===== src/fla_pkg.sv =====
// Shared constants, codes and types of the free-list id allocator.
`timescale 1ns / 1ps

package fla_pkg;

   // Pool geometry (POOL_SIZE sets the pool at 1024 ids and fixes the port widths)
   localparam int unsigned POOL_SIZE   = 1024;
   localparam int unsigned ID_W        = $clog2(POOL_SIZE);
   localparam int unsigned CNT_W       = ID_W + 1;

   // Live bitmap is kept as rows of ROW_W bits
   localparam int unsigned ROW_W       = 32;
   localparam int unsigned BIT_W       = $clog2(ROW_W);
   localparam int unsigned ROWS        = POOL_SIZE / ROW_W;
   localparam int unsigned ROW_IDX_W   = ID_W - BIT_W;

   // Command queue between front and back
   localparam int unsigned QUEUE_DEPTH = 2;
   localparam int unsigned QPTR_W      = (QUEUE_DEPTH > 1) ? $clog2(QUEUE_DEPTH) : 1;
   localparam int unsigned QCNT_W      = $clog2(QUEUE_DEPTH + 1);

   typedef enum logic [1:0] {
      OP_ALLOC = 2'd0,
      OP_FREE  = 2'd1,
      OP_QUERY = 2'd2,
      OP_CLEAR = 2'd3
   } op_code_type;

   // Classified command word handed from front to back
   typedef struct packed {
      logic            is_alloc;
      logic            is_free;
      logic            is_query;
      logic            is_clear;
      logic [ID_W-1:0] tid;
   } cmd_type;

endpackage


===== src/fla_front.sv =====
// Request front end: accepts words, decodes the op and queues commands.
`timescale 1ns / 1ps

module fla_front
   import fla_pkg::*;
(
   input  logic            clock,
   input  logic            reset,
   input  logic            req_valid,
   output logic            req_stall,
   input  logic [1:0]      req_op,
   input  logic [ID_W-1:0] req_target_id,
   output logic            q_valid,
   output cmd_type         q_item,
   input  logic            q_pop
);

   cmd_type             q_slot_ff [QUEUE_DEPTH];
   logic [QPTR_W-1:0]   wr_ptr_ff, wr_ptr_in;
   logic [QPTR_W-1:0]   rd_ptr_ff, rd_ptr_in;
   logic [QCNT_W-1:0]   count_ff, count_in;
   cmd_type             cmd_dec;
   logic                push;
   logic                pop;

   function automatic logic [QPTR_W-1:0] ptr_next(input logic [QPTR_W-1:0] p);
      logic [QPTR_W-1:0] r;
      if (p == QPTR_W'(QUEUE_DEPTH - 1)) begin
         r = '0;
      end else begin
         r = p + QPTR_W'(1);
      end
      return r;
   endfunction

   always_comb begin
      cmd_dec     = '0;
      cmd_dec.tid = req_target_id;
      case (op_code_type'(req_op))
         OP_ALLOC: cmd_dec.is_alloc = 1'b1;
         OP_FREE:  cmd_dec.is_free  = 1'b1;
         OP_QUERY: cmd_dec.is_query = 1'b1;
         OP_CLEAR: cmd_dec.is_clear = 1'b1;
         default:  cmd_dec.is_query = 1'b1;
      endcase
   end

   assign req_stall = (count_ff == QCNT_W'(QUEUE_DEPTH));
   assign q_valid   = (count_ff != '0);
   assign q_item    = q_slot_ff[rd_ptr_ff];
   assign push      = req_valid && !req_stall;
   assign pop       = q_pop && q_valid;

   always_comb begin
      wr_ptr_in = push ? ptr_next(wr_ptr_ff) : wr_ptr_ff;
      rd_ptr_in = pop  ? ptr_next(rd_ptr_ff) : rd_ptr_ff;
      count_in  = count_ff;
      if (push && !pop) begin
         count_in = count_ff + QCNT_W'(1);
      end else if (pop && !push) begin
         count_in = count_ff - QCNT_W'(1);
      end
   end

   always_ff @(posedge clock) begin
      if (reset) begin
         wr_ptr_ff <= '0;
         rd_ptr_ff <= '0;
         count_ff  <= '0;
      end else begin
         wr_ptr_ff <= wr_ptr_in;
         rd_ptr_ff <= rd_ptr_in;
         count_ff  <= count_in;
      end
   end

   always_ff @(posedge clock) begin
      if (push) begin
         q_slot_ff[wr_ptr_ff] <= cmd_dec;
      end
   end

endmodule


===== config.mk =====
export PLATFORM = sky130hd
export DESIGN_NAME = fla_front
export DESIGN_NICKNAME = d
export VERILOG_FILES = /design/src/fla_pkg.sv /design/src/fla_front.sv
export SDC_FILE = /design/constraint.sdc
export NUM_CORES = 1
export LEC_CHECK = 0
export BUFFER_PORTS_ARGS = -buffer_cell sky130_fd_sc_hd__buf_2
export CORE_ASPECT_RATIO = 1.75
export CORE_MARGIN = 4
export CORE_UTILIZATION = 40
export CTS_CLUSTER_DIAMETER = 40
export DETAILED_ROUTE_END_ITERATION = 8
export SLEW_MARGIN = 5
export SYNTH_ARGS = -nofsm -noshare
export SYNTH_HDL_FRONTEND = slang
export SYNTH_SLANG_ARGS = --single-unit

===== constraint.sdc =====
create_clock -name clock -period 2.85 [get_ports clock]
set_input_delay 0.1425 -clock clock [delete_from_list [all_inputs] [get_ports clock]]
set_output_delay 0.1425 -clock clock [all_outputs]
set_load 0.01 [all_outputs]

==> flow_metrics.tcl <==
set metrics [dict create \
    status "completed" \
    yosysTopAreaCell "edfxtp_1" \
    core_area_um2 2960 \
    cts_root_buf "clkbuf_8" \
    setup_ws_ps 1170 \
    tns_ps 0 \
    max_freq_mhz 597 \
    hold_class "in2reg" \
    syn_to_final_growth_pct 23.5 \
    synthTopCellsByArea "edfxtp_1 (67%), mux2_2 (13%), dfxtp_1 (8.0%), xor2_1 (2.1%), nor2_1 (1.5%)" \
    synth_top_area_share 0.675 \
    clockBufferDepth 2 \
    die_width_um 50.2 \
    drt_iter0_markers 13 \
    clk_pin_slew_ps 60 \
    syn-cell-area_um2 1250 \
    clock-sinks 33 \
    grt_max_degree 15 \
    num_antenna_cells 0 \
    yosysWarnings 0 \
    fp.dieH_um 81.8 \
    avgSynthCellArea_um2 17.3 \
    synthCells 72 \
    r2r_cells 3 \
    io_pins 32 \
    critPathMaxFanout 14 \
    synth_cell_types 15 \
    setup_viol_count_final 0 \
    switching_power_mw 0.374 \
    yosys_register_bits 33 \
    clkPwrFrac 0.257 \
    final_util 0.520 \
    place_congestion 0.658 \
    cts_tree "built" \
    cts_buffers 5 \
    rsz0062_at_grt "false" \
    post-cts-setup-buffer-count 0 \
    min_path_cells 1 \
    wl_per_cell_um 12.9 \
    power_density_nw_per_um2 883 \
    p_leak_nw 0.598 \
    irDropWorstVdd_mv 0.473 \
    dieArea_um2 4110 \
    period_share 0.588 \
    clk_latency_ps 280 \
    netSwitchingFraction 0.275 \
    cp.required_ps 2710 \
    power_frac_comb 0.251 \
    max-cap-violations 0 \
    start_util 0.421 \
    htreeDepth 2 \
    syn_nets 89 \
    drcViolationCount 0 \
    power_frac_seq 0.491 \
    post-place-ws_ps 1200 \
    cp-end-kind "output pin" \
    drtAntennaViolNets 0 \
    arrival_ps 1530 \
    worst_slew_pin_slew_ps 638 \
    total_power_mw 1.36 \
    rows 26 \
    holdBufCountCts 0 \
    slew_viol_final 0 \
    finalHoldViolations 0 \
    crit_type "reg2out" \
    nets 126 \
    drive_gt1_frac 0.482 \
    grt_pass1_wl_um 3220 \
    grt_pass1_vias 750 \
    track_usage 0.112 \
    intPower_mw 0.985 \
    vias 704 \
    portBuffers 31 \
    relSlewSlack 0.575 \
    drt-pass1-iter-count 3 \
    routed_wl_um 1970 \
    seq_area_frac_synth 0.755 \
    antenna_found_initial 0 \
    overflow 0 \
    final.setup_skew_ps 3.65 \
    dp_hpwl_um 1420 \
    finalCriticalPeriod_ps 1680 \
    start_kind "register" \
    viasPerCell 4.63 \
    post_cts_resized 0 \
]
layout by cell type, fill, tap and decap left out:
master	Yosys	final
buf_2	1	31
nor2_1	5	5
o21ai_0	3	3
nor2b_2	1	1
a21oi_1	2	2
clkbuf_8	0	6
or2_2	1	1
edfxtp_1	28	28
ha_1	1	1
inv_1	2	2
mux2_2	14	14
xor2_1	3	3
and2_1	2	2
or3_1	2	2
nor2b_1	2	2
dfxtp_1	5	5
clkbuf_1	0	2
power by group through the flow:
stage | clock network, mW | logic [mW] | registers, mW
finish | 0.350 | 0.342 | 0.668
global route | 0.375 | 0.380 | 0.683
CTS | 0.360 | 0.351 | 0.672
detailed placement | 0 | 0.349 | 0.682
global placement | 0 | 0.344 | 0.677
floorplan | 0 | 0.250 | 0.650
cells by family (layout without fill, tap and decap cells):
| group | count (synthesis) | count (layout) | synth area share |
|---|---|---|---|
| AOI/OAI and AO/OA | 5 | 5 | 0.0201 |
| and+or+nand+nor | 13 | 13 | 0.0572 |
| muxes | 14 | 14 | 0.127 |
| xor gates and xnor gates | 3 | 3 | 0.0211 |
| buffers and inverters | 3 | 41 | 0.0100 |
| DFF | 33 | 33 | 0.755 |
| adders and majority gates | 1 | 1 | 0.0100 |
path summary, 6_finish.rpt:
path	from	endpoint	slack, ps
setup / recovery	register	q_item[13]	1170
hold / removal	req_target_id[1]	q_slot_ff[1][1]$_DFFE_PP_	50
setup reg to reg	count_ff[1]$_SDFFE_PP0P_	q_slot_ff[0][7]$_DFFE_PP_	1220
hold reg to reg	wr_ptr_ff$_SDFFE_PP0P_	wr_ptr_ff$_SDFFE_PP0P_	490
critical path, cell delays in order (launching register included):
cell,delay [ps]
dfxtp_1,700
mux2_2,410
buf_2,140
metrics by stage:
| step | std cells | hold slack [ps] | cell area [um^2] |
|---|---|---|---|
| after floorplan | 72 | 212 | 1250 |
| after global placement | 144 | 333 | 1450 |
| after detailed placement | 144 | 336 | 1450 |
| after CTS | 152 | 41.0 | 1540 |
| after global routing | 152 | 40.3 | 1540 |
| final | 152 | 48.2 | 1540 |
registers in the layout, summed over array words and instances, names as in the netlist, named ones only:
| register | cells |
|---|---|
| wr_ptr_ff | 1 |
| rd_ptr_ff | 1 |
| count_ff | 2 |
| q_slot_ff | 28 |
cells in the mapped netlist:
master,count
and2_1,2
buf_2,1
nor2b_2,1
dfxtp_1,5
o21ai_0,3
nor2b_1,2
a21oi_1,2
xor2_1,3
inv_1,2
or3_1,2
ha_1,1
or2_2,1
nor2_1,5
edfxtp_1,28
mux2_2,14
cell type report:
type / instances / area (um^2)
clock buffer: 8 / 90.1
sequential: 33 / 941
tap: 42 / 52.6
timing repair buffer: 31 / 155
fill: 263 / 1420
inverter: 2 / 7.51
multi-input combinational: 36 / 293
routing by layer:
metal,track usage,share of wire
met5,0,0
met4,0.116,0.036
met3,0.0309,0.071
met2,0.198,0.56
met1,0.0942,0.33
No activity file was read; power rests on OpenSTA's default activity.
